<file path="src/sv/greedy_iou_box_suppression_defines.svh">
// assertion macros for the greedy iou box suppression block
`ifndef GREEDY_IOU_BOX_SUPPRESSION_DEFINES_SVH
`define GREEDY_IOU_BOX_SUPPRESSION_DEFINES_SVH

// same-cycle implication, checked on clock, masked during reset
`define GIBS_ASSERT_SAME(label, ante, cons, msg) \
   label: assert property (@(posedge clock) disable iff (reset) (ante) |-> (cons)) \
      else $error(msg);

// next-cycle implication, checked on clock, masked during reset
`define GIBS_ASSERT_NEXT(label, ante, cons, msg) \
   label: assert property (@(posedge clock) disable iff (reset) (ante) |=> (cons)) \
      else $error(msg);

`endif

</file>
<file path="src/sv/gibs_pkg.sv">
// shared types and constants of the greedy iou box suppression block
package gibs_pkg;

   localparam int MAX_KEPT   = 64;
   localparam int COORD_BITS = 12;
   localparam int IDX_BITS   = (MAX_KEPT > 1) ? $clog2(MAX_KEPT) : 1;
   localparam int CNT_BITS   = $clog2(MAX_KEPT + 1);
   localparam int EDGE_BITS  = COORD_BITS + 1;
   localparam int AREA_BITS  = 2 * COORD_BITS;
   localparam int INTER_BITS = 2 * EDGE_BITS;
   localparam int UNION_BITS = AREA_BITS + 1;
   localparam int THR_BITS   = 10;
   localparam int PROD_BITS  = INTER_BITS + THR_BITS;
   localparam int PIPE_DEPTH = 6;
   localparam int PERMILLE   = 1000;
   localparam logic [THR_BITS-1:0] THR_RESET = THR_BITS'(300);

   typedef struct packed {
      logic [COORD_BITS-1:0] box_x;
      logic [COORD_BITS-1:0] box_y;
      logic [COORD_BITS-1:0] box_width;
      logic [COORD_BITS-1:0] box_height;
      logic                  frame_end;
   } req_type;

   typedef struct packed {
      logic keep;
      logic not_stored;
   } rsp_type;

   typedef struct packed {
      logic [COORD_BITS-1:0] x;
      logic [COORD_BITS-1:0] y;
      logic [COORD_BITS-1:0] w;
      logic [COORD_BITS-1:0] h;
   } box_type;

   typedef struct packed {
      logic                load;
      logic                rd_en;
      logic [IDX_BITS-1:0] rd_addr;
      logic                wr_en;
      logic [IDX_BITS-1:0] wr_addr;
   } cmd_type;

   typedef struct packed {
      logic busy;
      logic hit;
   } sts_type;

endpackage

</file>
<file path="src/sv/gibs_ctrl.sv">
// sequencer for the store scan, result register and kept count
module gibs_ctrl (
   input  logic              clock,
   input  logic              reset,
   input  logic              req_valid,
   output logic              req_ready,
   input  logic              req_frame_end,
   output logic              rsp_valid,
   input  logic              rsp_ready,
   output gibs_pkg::rsp_type rsp_data,
   output gibs_pkg::cmd_type cmd,
   input  gibs_pkg::sts_type sts
);
   import gibs_pkg::*;

   localparam logic [1:0] ST_IDLE  = 2'd0;
   localparam logic [1:0] ST_SCAN  = 2'd1;
   localparam logic [1:0] ST_DRAIN = 2'd2;

   logic [1:0]          state_ff, state_in;
   logic [CNT_BITS-1:0] idx_ff, idx_in;
   logic [CNT_BITS-1:0] count_ff, count_in;
   logic                frame_end_ff, frame_end_in;
   logic                rsp_valid_ff, rsp_valid_in;
   rsp_type             rsp_ff, rsp_in;
   logic                full;
   logic                keep;

   assign full = (count_ff == CNT_BITS'(MAX_KEPT));
   assign keep = !sts.hit;

   always_comb begin
      state_in     = state_ff;
      idx_in       = idx_ff;
      count_in     = count_ff;
      frame_end_in = frame_end_ff;
      rsp_valid_in = rsp_valid_ff && !rsp_ready;
      rsp_in       = rsp_ff;
      cmd.load     = 1'b0;
      cmd.rd_en    = 1'b0;
      cmd.rd_addr  = idx_ff[IDX_BITS-1:0];
      cmd.wr_en    = 1'b0;
      cmd.wr_addr  = count_ff[IDX_BITS-1:0];
      req_ready    = (state_ff == ST_IDLE);
      case (state_ff)
         ST_IDLE: begin
            if (req_valid) begin
               cmd.load     = 1'b1;
               idx_in       = '0;
               frame_end_in = req_frame_end;
               state_in     = ST_SCAN;
            end
         end
         ST_SCAN: begin
            if (idx_ff != count_ff) begin
               cmd.rd_en = 1'b1;
               idx_in    = idx_ff + CNT_BITS'(1);
            end else begin
               state_in = ST_DRAIN;
            end
         end
         ST_DRAIN: begin
            if (!sts.busy && (!rsp_valid_ff || rsp_ready)) begin
               rsp_valid_in      = 1'b1;
               rsp_in.keep       = keep;
               rsp_in.not_stored = keep && full;
               if (keep && !full) begin
                  cmd.wr_en = 1'b1;
                  count_in  = count_ff + CNT_BITS'(1);
               end
               if (frame_end_ff) begin
                  count_in = '0;
               end
               state_in = ST_IDLE;
            end
         end
         default: begin
            state_in = ST_IDLE;
         end
      endcase
   end

   always_ff @(posedge clock) begin
      if (reset) begin
         state_ff     <= ST_IDLE;
         count_ff     <= '0;
         rsp_valid_ff <= 1'b0;
      end else begin
         state_ff     <= state_in;
         count_ff     <= count_in;
         rsp_valid_ff <= rsp_valid_in;
      end
   end

   always_ff @(posedge clock) begin
      idx_ff       <= idx_in;
      frame_end_ff <= frame_end_in;
      rsp_ff       <= rsp_in;
   end

   assign rsp_valid = rsp_valid_ff;
   assign rsp_data  = rsp_ff;

endmodule

</file>
<file path="config.mk">
export PLATFORM = sky130hd
export DESIGN_NAME = gibs_ctrl
export DESIGN_NICKNAME = d
export VERILOG_FILES = /design/src/sv/greedy_iou_box_suppression_defines.svh /design/src/sv/gibs_pkg.sv /design/src/sv/gibs_ctrl.sv
export SDC_FILE = /design/constraint.sdc
export NUM_CORES = 1
export LEC_CHECK = 0
export BUFFER_PORTS_ARGS = -buffer_cell sky130_fd_sc_hd__buf_2
export CORE_ASPECT_RATIO = 1.25
export CORE_MARGIN = 2
export CORE_UTILIZATION = 45
export CTS_BUF_LIST = sky130_fd_sc_hd__clkbuf_2 sky130_fd_sc_hd__clkbuf_4 sky130_fd_sc_hd__clkbuf_8
export CTS_CLUSTER_DIAMETER = 200
export DETAILED_ROUTE_END_ITERATION = 10
export HOLD_SLACK_MARGIN = 0.12
export PLACE_DENSITY = 0.72
export SYNTH_ARGS = -nofsm -noshare
export SYNTH_HDL_FRONTEND = slang
export SYNTH_SLANG_ARGS = --single-unit
</file>
<file path="constraint.sdc">
create_clock -name clock -period 2.5 [get_ports clock]
set_input_delay 0.5 -clock clock [delete_from_list [all_inputs] [get_ports clock]]
set_output_delay 0.5 -clock clock [all_outputs]
set_load 0.005 [all_outputs]
</file>
==> flow_summary.json <==
{
  "drt-total-wl_um": 2220,
  "crit_path_start_kind": "register",
  "post_cts_hold_buffer_count": 0,
  "area.growth.synth_to_final_pct": 8.49,
  "transition_time_at_the_pin_with_the_least_slew_margin_ns": 0.428,
  "routed-via-count": 921,
  "post_synth.cell_area_avg_um2": 9.62,
  "clk_slew_on_worst_s_h_paths_ns": 0.12,
  "clock-skew-final_ns": 0.00635,
  "synth_area_leaders": "sky130_fd_sc_hd__edfxtp_1, sky130_fd_sc_hd__dfxtp_1, sky130_fd_sc_hd__buf_4",
  "sw_frac_of_total_pct": 27.7,
  "ir_drop_mv": 0.300,
  "cts_made_buffers": 3,
  "track_usage_pct": 16.6,
  "p_int_uw": 474,
  "detailedPlacementHpwl_um": 1730,
  "timing.critical_path.to_type": "primary output",
  "skew_pair_late_insertion_delay_ns": 0.30,
  "n_antenna_cell": 0,
  "critical_path.reg2reg.endpoint": "count_ff[6]",
  "fillerInstances": 254,
  "yosysTopAreaCellShare_pct": 25.8,
  "finalSetupViolCount": 0,
  "source_of_the_worst_hold_timing_path": "req_frame_end",
  "critPathKind": "register to primary output",
  "detail_route.wl_per_cell_um": 13.1,
  "worst_r2r_startpoint": "count_ff[0]",
  "seqCellArea_um2": 500,
  "final_area_um2": 1260,
  "tritoncts": "built",
  "antenna_found_initial": 0,
  "floorplan.io_pins": 26,
  "reg2reg_setup_slack_ns": 0.60,
  "synth_sequential_area_ratio_pct": 43.0,
  "drtPass1Iterations": 4,
  "final.setup.tns_ns": 0,
  "drtAntennaViolNets": 0,
  "grt_overflow": 0,
  "tightest_hold_margin_ns": 0.373,
  "drcViolationCount": 0,
  "die_height_um": 60.9,
  "fin_nets": 148,
  "total_area_of_multi_input_combinational_cells_um2": 539,
  "p_sw_uw": 181,
  "power.share.sequential_pct": 60.4,
  "initial_utilization_pct": 47.4,
  "io_buffers": 25,
  "timing.final.hold_violations": 0,
  "post-route-util_pct": 51.5,
  "yosysUniqueCellTypes": 33,
  "htree_levels": 1,
  "finalWeightedCongestion": 0.753,
  "leakage_component_of_the_power_uw": 0.000537,
  "drt_iter0_drc": 16,
  "r2r.worst_path.cells": 6,
  "drive_gt1_share_pct": 24.1,
  "run_status": "complete, no violations",
  "worst_ep_required_time_ns": 2.00,
  "timing.hold.worst_endpoint": "frame_end_ff",
  "drv_slew": 0,
  "grt_first_pass_wirelength_um": 3780,
  "critPathArrivalTime_ns": 1.77,
  "cts_resized": 0,
  "met1_usage_grt_pct": 20.6,
  "max_freq_mhz": 441,
  "mappedNetlistNets": 131,
  "post-route-min-period_ns": 2.27,
  "cts_post_setup_buffers_inserted": 0,
  "ys_seq_elements": 20,
  "first_global_vias": 844,
  "cap_viol_max_count": 0,
  "worst_slew_margin_rel_pct": 71.2,
  "netlist_instances": 121,
  "min_period_over_period_pct": 90.7,
  "clock_tree.root_cell": "sky130_fd_sc_hd__clkbuf_4",
  "grt_start_max_net_pins": 12,
  "worstHoldPathType": "primary input to register",
  "power_density_nw_per_um2": 518,
  "synthesis.yosys.warnings": 0,
  "die_w_um": 49.5,
  "grt-busiest-layer": "met2",
  "synth_area_leader_cell": "sky130_fd_sc_hd__edfxtp_1",
  "cts_buffer_depth": 2,
  "detail_route.vias_per_cell": 5.42,
  "synth_area_um2": 1160,
  "unrepaired_setup_endpoints_after_global_routing": "false",
  "worst_hold_path.num_cells": 1,
  "post_dp_cell_area_um2": 1240,
  "core-area_um2": 2450,
  "grt.met3_usage_pct": 2.22,
  "share_clk_of_total_power_pct": 24.7,
  "design.die.area_um2": 3010,
  "num_rows": 20,
  "gr-usage-met2_pct": 28.2,
  "cp_max_fo": 4,
  "share_comb_of_total_power_pct": 15.0,
  "clock_sinks": 20
}
==> worst max-delay path by stage <==
stage / slack (ns) / from / endpoint / depth (start not counted)
after floorplan: 0.79 / count_ff[0] / count_ff[6] / 6
after global placement: 0.57 / sts[1] / cmd[6] / 6
after detailed placement: 0.55 / sts[1] / cmd[6] / 6
after CTS: 0.21 / idx_ff[5] / cmd[13] / 5
after global routing: 0.01 / idx_ff[3] / cmd[13] / 5
final: 0.23 / idx_ff[5] / cmd[13] / 5
==> stage by stage <==
step / worst slack [ns] / total power (uW) / std cells
after floorplan: 0.793 / 477 / 121
after global routing: 0.00968 / 691 / 170
after CTS: 0.209 / 660 / 170
after detailed placement: 0.547 / 501 / 166
final: 0.234 / 655 / 170
after global placement: 0.574 / 496 / 166
==> worst max-delay path, cell delays in order (launching register included) <==
cell and delay (ns):
sky130_fd_sc_hd__edfxtp_1 0.47, sky130_fd_sc_hd__xor2_1 0.17, sky130_fd_sc_hd__nor4_1 0.40, sky130_fd_sc_hd__a41o_1 0.26, sky130_fd_sc_hd__inv_1 0.05, sky130_fd_sc_hd__buf_2 0.12
==> cell families after synthesis <==
kind of cell	count (synthesis)	share of synthesized area (%)
buffers and inverters	21	10.6
AOI/OAI and AO/OA	22	12.5
DFF	20	43.0
adders and majority gates	3	3.23
and+or+nand+nor	43	21.6
xor gates and xnor gates	12	9.03
==> per-layer routing <==
metal  share of wire [%]  wire length (um)  vias to the layer above
met5                   0                 0                        -
met4                 1.6                35                        0
met3                 4.9               110                        5
met2                  50              1110                       26
met1                  44               969                      438
li1                    -                 -                      452
==> synthesized netlist by cell type <==
| library cell | n |
|---|---|
| sky130_fd_sc_hd__a21oi_1 | 9 |
| sky130_fd_sc_hd__a311oi_1 | 1 |
| sky130_fd_sc_hd__a31o_1 | 2 |
| sky130_fd_sc_hd__a31oi_1 | 1 |
| sky130_fd_sc_hd__a41o_1 | 1 |
| sky130_fd_sc_hd__and2_1 | 1 |
| sky130_fd_sc_hd__and3_1 | 4 |
| sky130_fd_sc_hd__and3b_1 | 1 |
| sky130_fd_sc_hd__buf_4 | 12 |
| sky130_fd_sc_hd__clkbuf_1 | 1 |
| sky130_fd_sc_hd__dfxtp_1 | 10 |
| sky130_fd_sc_hd__edfxtp_1 | 10 |
| sky130_fd_sc_hd__ha_1 | 3 |
| sky130_fd_sc_hd__inv_1 | 8 |
| sky130_fd_sc_hd__nand2_1 | 4 |
| sky130_fd_sc_hd__nand2_2 | 1 |
| sky130_fd_sc_hd__nand2b_1 | 2 |
| sky130_fd_sc_hd__nand3_1 | 7 |
| sky130_fd_sc_hd__nand4b_1 | 1 |
| sky130_fd_sc_hd__nand4bb_1 | 1 |
| sky130_fd_sc_hd__nor2_1 | 11 |
| sky130_fd_sc_hd__nor2b_1 | 2 |
| sky130_fd_sc_hd__nor3b_2 | 1 |
| sky130_fd_sc_hd__nor4_1 | 1 |
| sky130_fd_sc_hd__nor4_2 | 1 |
| sky130_fd_sc_hd__o21ai_0 | 4 |
| sky130_fd_sc_hd__o2bb2ai_2 | 1 |
| sky130_fd_sc_hd__o31ai_1 | 3 |
| sky130_fd_sc_hd__or3_1 | 1 |
| sky130_fd_sc_hd__or3b_2 | 1 |
| sky130_fd_sc_hd__or4_1 | 3 |
| sky130_fd_sc_hd__xnor2_1 | 6 |
| sky130_fd_sc_hd__xor2_1 | 6 |
==> area by class of cell <==
| cell class | count | share of cell area, % |
|---|---|---|
| multi-input combinational | 80 | 42.7 |
| sequential | 20 | 39.6 |
| timing repair buffer | 25 | 9.91 |
| tap | 33 | 3.27 |
| inverter | 8 | 2.38 |
| clock buffer | 3 | 1.78 |
| clock inverter | 1 | 0.297 |
==> layout by cell type, fill, tap and decap left out, types with 4 or more instances in the layout <==
cell,instances
sky130_fd_sc_hd__buf_2,25
sky130_fd_sc_hd__nor2_1,11
sky130_fd_sc_hd__dfxtp_1,10
sky130_fd_sc_hd__edfxtp_1,10
sky130_fd_sc_hd__a21oi_1,9
sky130_fd_sc_hd__inv_1,8
sky130_fd_sc_hd__nand3_1,7
sky130_fd_sc_hd__xnor2_1,6
sky130_fd_sc_hd__xor2_1,6
sky130_fd_sc_hd__nand2_1,4
sky130_fd_sc_hd__o21ai_0,4
sky130_fd_sc_hd__and3_1,4
==> state kept, by name, summed over array words and instances (netlist names) <==
name and flops:
idx_ff 7, frame_end_ff 1, rsp_data 2, rsp_valid 1, count_ff 7, state_ff 2
==> power by group through the flow <==
stage,clock network (uW),logic [uW],registers [uW]
3_3_place_gp,0,94.9,401
5_1_grt,180,112,399
3_5_place_dp,0,98.2,403
2_1_floorplan,0,81.0,396
6_report,162,97.9,395
4_1_cts,166,99.2,395
Note: power is estimated with default switching activity, not from simulation.
