## src/sv/greedy_iou_box_suppression_defines.svh

```systemverilog
// assertion macros for the greedy iou box suppression block
`ifndef GREEDY_IOU_BOX_SUPPRESSION_DEFINES_SVH
`define GREEDY_IOU_BOX_SUPPRESSION_DEFINES_SVH

// same-cycle implication, checked on clock, masked during reset
`define GIBS_ASSERT_SAME(label, ante, cons, msg) \
   label: assert property (@(posedge clock) disable iff (reset) (ante) |-> (cons)) \
      else $error(msg);

// next-cycle implication, checked on clock, masked during reset
`define GIBS_ASSERT_NEXT(label, ante, cons, msg) \
   label: assert property (@(posedge clock) disable iff (reset) (ante) |=> (cons)) \
      else $error(msg);

`endif

```

## src/sv/gibs_pkg.sv

```systemverilog
// shared types and constants of the greedy iou box suppression block
package gibs_pkg;

   localparam int MAX_KEPT   = 64;
   localparam int COORD_BITS = 12;
   localparam int IDX_BITS   = (MAX_KEPT > 1) ? $clog2(MAX_KEPT) : 1;
   localparam int CNT_BITS   = $clog2(MAX_KEPT + 1);
   localparam int EDGE_BITS  = COORD_BITS + 1;
   localparam int AREA_BITS  = 2 * COORD_BITS;
   localparam int INTER_BITS = 2 * EDGE_BITS;
   localparam int UNION_BITS = AREA_BITS + 1;
   localparam int THR_BITS   = 10;
   localparam int PROD_BITS  = INTER_BITS + THR_BITS;
   localparam int PIPE_DEPTH = 6;
   localparam int PERMILLE   = 1000;
   localparam logic [THR_BITS-1:0] THR_RESET = THR_BITS'(300);

   typedef struct packed {
      logic [COORD_BITS-1:0] box_x;
      logic [COORD_BITS-1:0] box_y;
      logic [COORD_BITS-1:0] box_width;
      logic [COORD_BITS-1:0] box_height;
      logic                  frame_end;
   } req_type;

   typedef struct packed {
      logic keep;
      logic not_stored;
   } rsp_type;

   typedef struct packed {
      logic [COORD_BITS-1:0] x;
      logic [COORD_BITS-1:0] y;
      logic [COORD_BITS-1:0] w;
      logic [COORD_BITS-1:0] h;
   } box_type;

   typedef struct packed {
      logic                load;
      logic                rd_en;
      logic [IDX_BITS-1:0] rd_addr;
      logic                wr_en;
      logic [IDX_BITS-1:0] wr_addr;
   } cmd_type;

   typedef struct packed {
      logic busy;
      logic hit;
   } sts_type;

endpackage

```

## src/sv/gibs_datapath.sv

```systemverilog
// box store and pipelined iou overlap test
module gibs_datapath (
   input  logic                           clock,
   input  logic                           reset,
   input  gibs_pkg::req_type              req_data,
   input  logic                           csr_wr_en,
   input  logic [gibs_pkg::THR_BITS-1:0]  csr_wr_data,
   input  gibs_pkg::cmd_type              cmd,
   output gibs_pkg::sts_type              sts
);
   import gibs_pkg::*;

   box_type mem [MAX_KEPT];

   logic [THR_BITS-1:0]   thr_ff;
   logic [PIPE_DEPTH-1:0] v_ff;
   logic [PIPE_DEPTH-1:0] v_in;
   logic                  hit_ff;

   box_type               p_ff;
   logic [AREA_BITS-1:0]  pa_ff;
   box_type               q_ff;

   logic [EDGE_BITS-1:0]  p_right, p_bottom, q_right, q_bottom;
   logic [EDGE_BITS-1:0]  s1_left_ff, s1_top_ff, s1_right_ff, s1_bottom_ff;
   logic [COORD_BITS-1:0] s1_qw_ff, s1_qh_ff;
   logic [EDGE_BITS-1:0]  s2_iw_ff, s2_ih_ff;
   logic [AREA_BITS-1:0]  s2_qa_ff, s3_qa_ff;
   logic [INTER_BITS-1:0] s3_inter_ff;
   logic [UNION_BITS-1:0] s4_union_ff;
   logic [PROD_BITS-1:0]  s4_inter_k_ff, s5_inter_k_ff, s5_thr_union_ff;
   logic                  s5_union_nz_ff;

   assign v_in = {v_ff[PIPE_DEPTH-2:0], cmd.rd_en};

   always_ff @(posedge clock) begin
      if (reset) begin
         thr_ff <= THR_RESET;
         v_ff   <= '0;
         hit_ff <= 1'b0;
      end else begin
         if (csr_wr_en) begin
            thr_ff <= csr_wr_data;
         end
         v_ff <= v_in;
         if (cmd.load) begin
            hit_ff <= 1'b0;
         end else if (v_ff[PIPE_DEPTH-1] && s5_union_nz_ff
                      && (s5_inter_k_ff > s5_thr_union_ff)) begin
            hit_ff <= 1'b1;
         end
      end
   end

   // new box and its area
   always_ff @(posedge clock) begin
      if (cmd.load) begin
         p_ff.x <= req_data.box_x;
         p_ff.y <= req_data.box_y;
         p_ff.w <= req_data.box_width;
         p_ff.h <= req_data.box_height;
         pa_ff  <= AREA_BITS'(req_data.box_width) * AREA_BITS'(req_data.box_height);
      end
   end

   // kept box store
   always_ff @(posedge clock) begin
      if (cmd.wr_en) begin
         mem[cmd.wr_addr] <= p_ff;
      end
      if (cmd.rd_en) begin
         q_ff <= mem[cmd.rd_addr];
      end
   end

   assign p_right  = EDGE_BITS'(p_ff.x) + EDGE_BITS'(p_ff.w);
   assign p_bottom = EDGE_BITS'(p_ff.y) + EDGE_BITS'(p_ff.h);
   assign q_right  = EDGE_BITS'(q_ff.x) + EDGE_BITS'(q_ff.w);
   assign q_bottom = EDGE_BITS'(q_ff.y) + EDGE_BITS'(q_ff.h);

   always_ff @(posedge clock) begin
      // intersection edges
      s1_left_ff   <= (p_ff.x > q_ff.x) ? EDGE_BITS'(p_ff.x) : EDGE_BITS'(q_ff.x);
      s1_top_ff    <= (p_ff.y > q_ff.y) ? EDGE_BITS'(p_ff.y) : EDGE_BITS'(q_ff.y);
      s1_right_ff  <= (p_right < q_right) ? p_right : q_right;
      s1_bottom_ff <= (p_bottom < q_bottom) ? p_bottom : q_bottom;
      s1_qw_ff     <= q_ff.w;
      s1_qh_ff     <= q_ff.h;
      // intersection sides and stored area
      s2_iw_ff <= (s1_right_ff > s1_left_ff) ? (s1_right_ff - s1_left_ff) : '0;
      s2_ih_ff <= (s1_bottom_ff > s1_top_ff) ? (s1_bottom_ff - s1_top_ff) : '0;
      s2_qa_ff <= AREA_BITS'(s1_qw_ff) * AREA_BITS'(s1_qh_ff);
      // intersection area
      s3_inter_ff <= INTER_BITS'(s2_iw_ff) * INTER_BITS'(s2_ih_ff);
      s3_qa_ff    <= s2_qa_ff;
      // union never exceeds the sum of the areas
      s4_union_ff   <= UNION_BITS'(pa_ff) + UNION_BITS'(s3_qa_ff)
                       - UNION_BITS'(s3_inter_ff);
      s4_inter_k_ff <= PROD_BITS'(s3_inter_ff) * PROD_BITS'(PERMILLE);
      // threshold side
      s5_thr_union_ff <= PROD_BITS'(thr_ff) * PROD_BITS'(s4_union_ff);
      s5_union_nz_ff  <= (s4_union_ff != '0);
      s5_inter_k_ff   <= s4_inter_k_ff;
   end

   assign sts.busy = |v_ff;
   assign sts.hit  = hit_ff;

endmodule

```

## config.mk

```make
export PLATFORM = sky130hd
export DESIGN_NAME = gibs_datapath
export DESIGN_NICKNAME = d
export VERILOG_FILES = /design/src/sv/greedy_iou_box_suppression_defines.svh /design/src/sv/gibs_pkg.sv /design/src/sv/gibs_datapath.sv
export SDC_FILE = /design/constraint.sdc
export NUM_CORES = 2
export LEC_CHECK = 0
export BUFFER_PORTS_ARGS = -buffer_cell sky130_fd_sc_hd__buf_2
export CAP_MARGIN = 20
export CORE_MARGIN = 2
export CORE_UTILIZATION = 45
export CTS_CLUSTER_SIZE = 24
export DETAILED_ROUTE_END_ITERATION = 10
export GPL_TIMING_DRIVEN = 0
export SETUP_SLACK_MARGIN = 0.3
export SYNTH_ARGS = -nofsm -noshare
export SYNTH_HDL_FRONTEND = slang
export SYNTH_SLANG_ARGS = --single-unit
```

## constraint.sdc

```tcl
create_clock -name clock -period 12.6 [get_ports clock]
set_input_delay 1.89 -clock clock [delete_from_list [all_inputs] [get_ports clock]]
set_output_delay 1.89 -clock clock [all_outputs]
set_load 0.01 [all_outputs]
```

==> key figures <==
Die
  • Std-Cell Core Area: 356000 sq um
  • Effective utilization at floorplan: a little under half
  • Die Width: roughly 600 microns
  • Chip Height: 602 microns
  • Floorplan die area: between 300000 and 400000 sq um
  • Row Count: 219
  • # IOs: 79

Worst setup path
  • Arrival time at the worst endpoint: 7450 ps
  • Kind of start point of the critical path: input pin
  • Endpoint type of the worst setup path: flip-flop
  • Worst r2r dst: s5_thr_union_ff[28]$_DFF_P_
  • Worst setup path category: input pin to flip-flop
  • Reg2reg path depth: 23
  • CP required: 13220 ps
  • Setup slack, reg-to-reg: 5860 ps
  • R2R Path Start: thr_ff[1]$_SDFFE_PP0P_
  • Critical Path Fanout Max: 10

Final layout
  • Filler Cells Inserted: 28300
  • Most common library cell in the layout ignoring fill and taps: edfxtp_1
  • Synthesis-to-finish area growth: 15.3%
  • Post-route non-filler standard cell count: 14900
  • Nets@finish: 11100
  • Highest-count cells in the layout ignoring fill and taps: edfxtp_1, mux4_2, inv_1
  • Share of cells above drive strength 1: 20.0%

Timing
  • Number of failing setup endpoints in the final timing report: 0
  • Share of the clock period used by the worst path: 54.2%
  • Fin worst setup slack: 5770 ps
  • Actual transition at the worst max-transition pin: approximately 1200 ps
  • Post-layout minimum cycle time: slightly below 7000 ps
  • RSZ-0062 raised after global routing: no
  • Final Max Tran Viols: 0
  • Number of hold violations in the final report: 0
  • Final setup TNS: 0 ps
  • Peak clock frequency supported by timing: 0.146 GHz
  • Rel. slew slack: 21.9%
  • Worst setup skew after layout: 120 ps
  • Hold slack: 296 ps

GRT
  • Met1 track utilization from global routing: a little under a third
  • Global-route wire length before repair: 623 mm
  • Met2 track utilization from global routing: 40.3%
  • Overall fraction of global-route tracks in use: a little under a quarter
  • Met3 track demand over resource: under 10%
  • Largest net degree at the start of global routing: 50
  • Layer carrying the most global-route usage: met2
  • Via count of the first global-routing pass: 88900
  • Number of antenna violations at the first check in global routing: 34
  • Total overflow reported by the global router: 0

Synth
  • Distinct cell type count of the synthesized netlist: 76
  • Share of synthesized area occupied by flip-flops and latches: 63.5%
  • EDFF count, synth: ~3200
  • Async set-or-reset flop fraction in the synthesized netlist: 0%
  • Number of storage elements in the synthesis netlist: 3510
  • Synthesis warning total: 0
  • Mean post-synth cell area: 17.6 sq um
  • Synthesized area: 161000 sq um
  • Mapped Nets: 10400
  • Synthesized instance count: 9135
  • Most used flip-flop cell after synthesis: edfxtp_1

CTS
  • Post-CTS sizing: 0
  • Cts-stage hold buffer count: 0
  • Post-CTS Setup Bufs: 0
  • H-tree levels: 5
  • Total clock buffers created by CTS: 364
  • Clock transition at the registers of the reported paths: 70 ps
  • CTS tree: done
  • Clock latency reported for the late side of the worst-skew pair: 980 ps
  • Root Buffer: clkbuf_16
  • Buffers from clock root to sink, at most: 4
  • TritonCTS Sinks: 3510

Placement
  • Minimum setup slack after placement: 4840 ps
  • HPWL after detailed placement: between 300 and 400 mm
  • Total placed cells including tap cells: 14200
  • IO buf count: 66
  • Routability congestion estimate from global placement: 0.869

Hold path
  • Startpoint of the worst hold path: s2_qa_ff[5]$_DFF_P_
  • Class of the most critical hold timing path: flip-flop to flip-flop
  • Destination of the worst hold path: s3_qa_ff[5]$_DFF_P_
  • Hold Path Depth: 0

Detailed routing
  • Via density per instance: 5.74
  • Via count: 85500
  • Count of TritonRoute iterations in the first routing pass: 6
  • Final routed DRC violation total: 0
  • Detailed router's first-iteration violation count: about 9300
  • Detailed-route wire length per cell: 29.0 microns
  • Total routed wirelength: 432 mm
  • Number of nets with antenna violations after routing: 0

Pwr
  • Leakage: 66.4 nW
  • Power, Total: 52.1 mW
  • Power Density: 281 nW/um^2
  • Worst vdd ir: a little under 0.0008 V

Run
  • Max-capacitance violation count: 0

Status
  • Outcome: complete, no violations
## kinds of logic after synthesis
kind of cell | share of synthesized area (%)
buf+inv | 3.22
xor+xnor | 1.01
mux | 14.0
flops | 63.5
compound gates | 2.47
simple gates | 3.99
fa+ha+maj | 11.8
## cells in the mapped netlist (15+ instances only)
cell	count	area, sq um
edfxtp_1	3192	95900
mux4_2	974	21900
inv_1	951	3570
fa_1	627	12600
ha_1	515	6440
nand2_1	501	1880
and2_1	321	2010
dfxtp_1	318	6370
clkbuf_1	244	916
a21oi_1	192	961
nor2_1	185	694
o21ai_0	137	686
xnor2_1	125	1090
buf_2	99	495
a21o_1	81	608
nor2b_1	70	438
xor2_1	60	526
a211oi_1	48	360
nand3_1	48	240
nor3_1	46	230
mux2i_1	41	410
nand2b_1	31	194
buf_1	30	113
o21bai_1	27	203
nand4_1	26	163
o21a_1	25	188
o22ai_1	21	131
and3_1	20	125
nor4_1	16	100
o211ai_1	15	113
## area by class of cell
cell class              count  area (sq um)  share of cell area [%]
diodes                     17          42.5                  0.0229
multi-input cells        4292         53900                    29.1
repair buffers            336          6430                    3.47
well taps                4751          5940                    3.21
inverters                 952          3570                    1.93
clock buffers             438          9480                    5.11
flip-flops and latches   3510        102000                    55.1
clock inverters           217          2210                    1.19
plain buffers             381          1600                   0.864
## power breakdown
group / internal, mW / switching [mW] / total [mW]
Clock: 5.96 / 4.56 / 10.5
Combinational: 11.5 / 15.8 / 27.2
Sequential: 13.8 / 0.532 / 14.3
Total: 31.2 / 20.8 / 52.1
## stage by stage
step | utilization (%) | instance area [sq um]
2_1_floorplan | - | 161000
3_3_place_gp | 47.0 | 167000
3_5_place_dp | 48.8 | 174000
4_1_cts | 52.1 | 185000
5_1_grt | 52.1 | 185000
6_report | 52.1 | 185000
## critical path: stages
cell and delay [ps]:
buf_2 110, clkbuf_1 490, nand2_1 170, fa_1 580
fa_1 450, fa_1 560, inv_1 50, fa_1 470
inv_1 50, fa_1 480, inv_1 40, ha_1 330
o21ai_0 130, nor3_1 310, a211oi_1 160, o41ai_1 480
a21oi_1 170, nor2b_1 140, o21ai_0 100, nor2b_1 150
xnor2_1 130
## worst max path at each step
| stage | startpoint | to | cells after the start |
|---|---|---|---|
| floorplan | req_data[4] | pa_ff[22]$_DFFE_PP_ | 19 |
| global placement | cmd[3] | mem[48][4]$_DFFE_PP_ | 4 |
| detailed placement | req_data[14] | pa_ff[21]$_DFFE_PP_ | 21 |
| CTS | req_data[14] | pa_ff[21]$_DFFE_PP_ | 21 |
| global route | req_data[20] | pa_ff[21]$_DFFE_PP_ | 21 |
| finish | req_data[20] | pa_ff[21]$_DFFE_PP_ | 21 |
## flip-flops by register name, summed over array words and instances (netlist names)
signal / cells
hit_ff: 1
mem: 3072
p_ff: 48
pa_ff: 24
q_ff: 48
s1_bottom_ff: 13
s1_left_ff: 12
s1_qh_ff: 12
s1_qw_ff: 12
s1_right_ff: 13
s1_top_ff: 12
s2_ih_ff: 13
s2_iw_ff: 13
s2_qa_ff: 24
s3_inter_ff: 26
s3_qa_ff: 24
s4_inter_k_ff: 33
s4_union_ff: 25
s5_inter_k_ff: 33
s5_thr_union_ff: 35
s5_union_nz_ff: 1
thr_ff: 10
v_ff: 6
## per-layer routing
metal,vias to the layer above,share of wire (%)
li1,35800,-
met5,-,0.016
met2,3285,50
met4,10,3.9
met1,45600,39
met3,718,7.2
(Power assumes the default switching activity.)
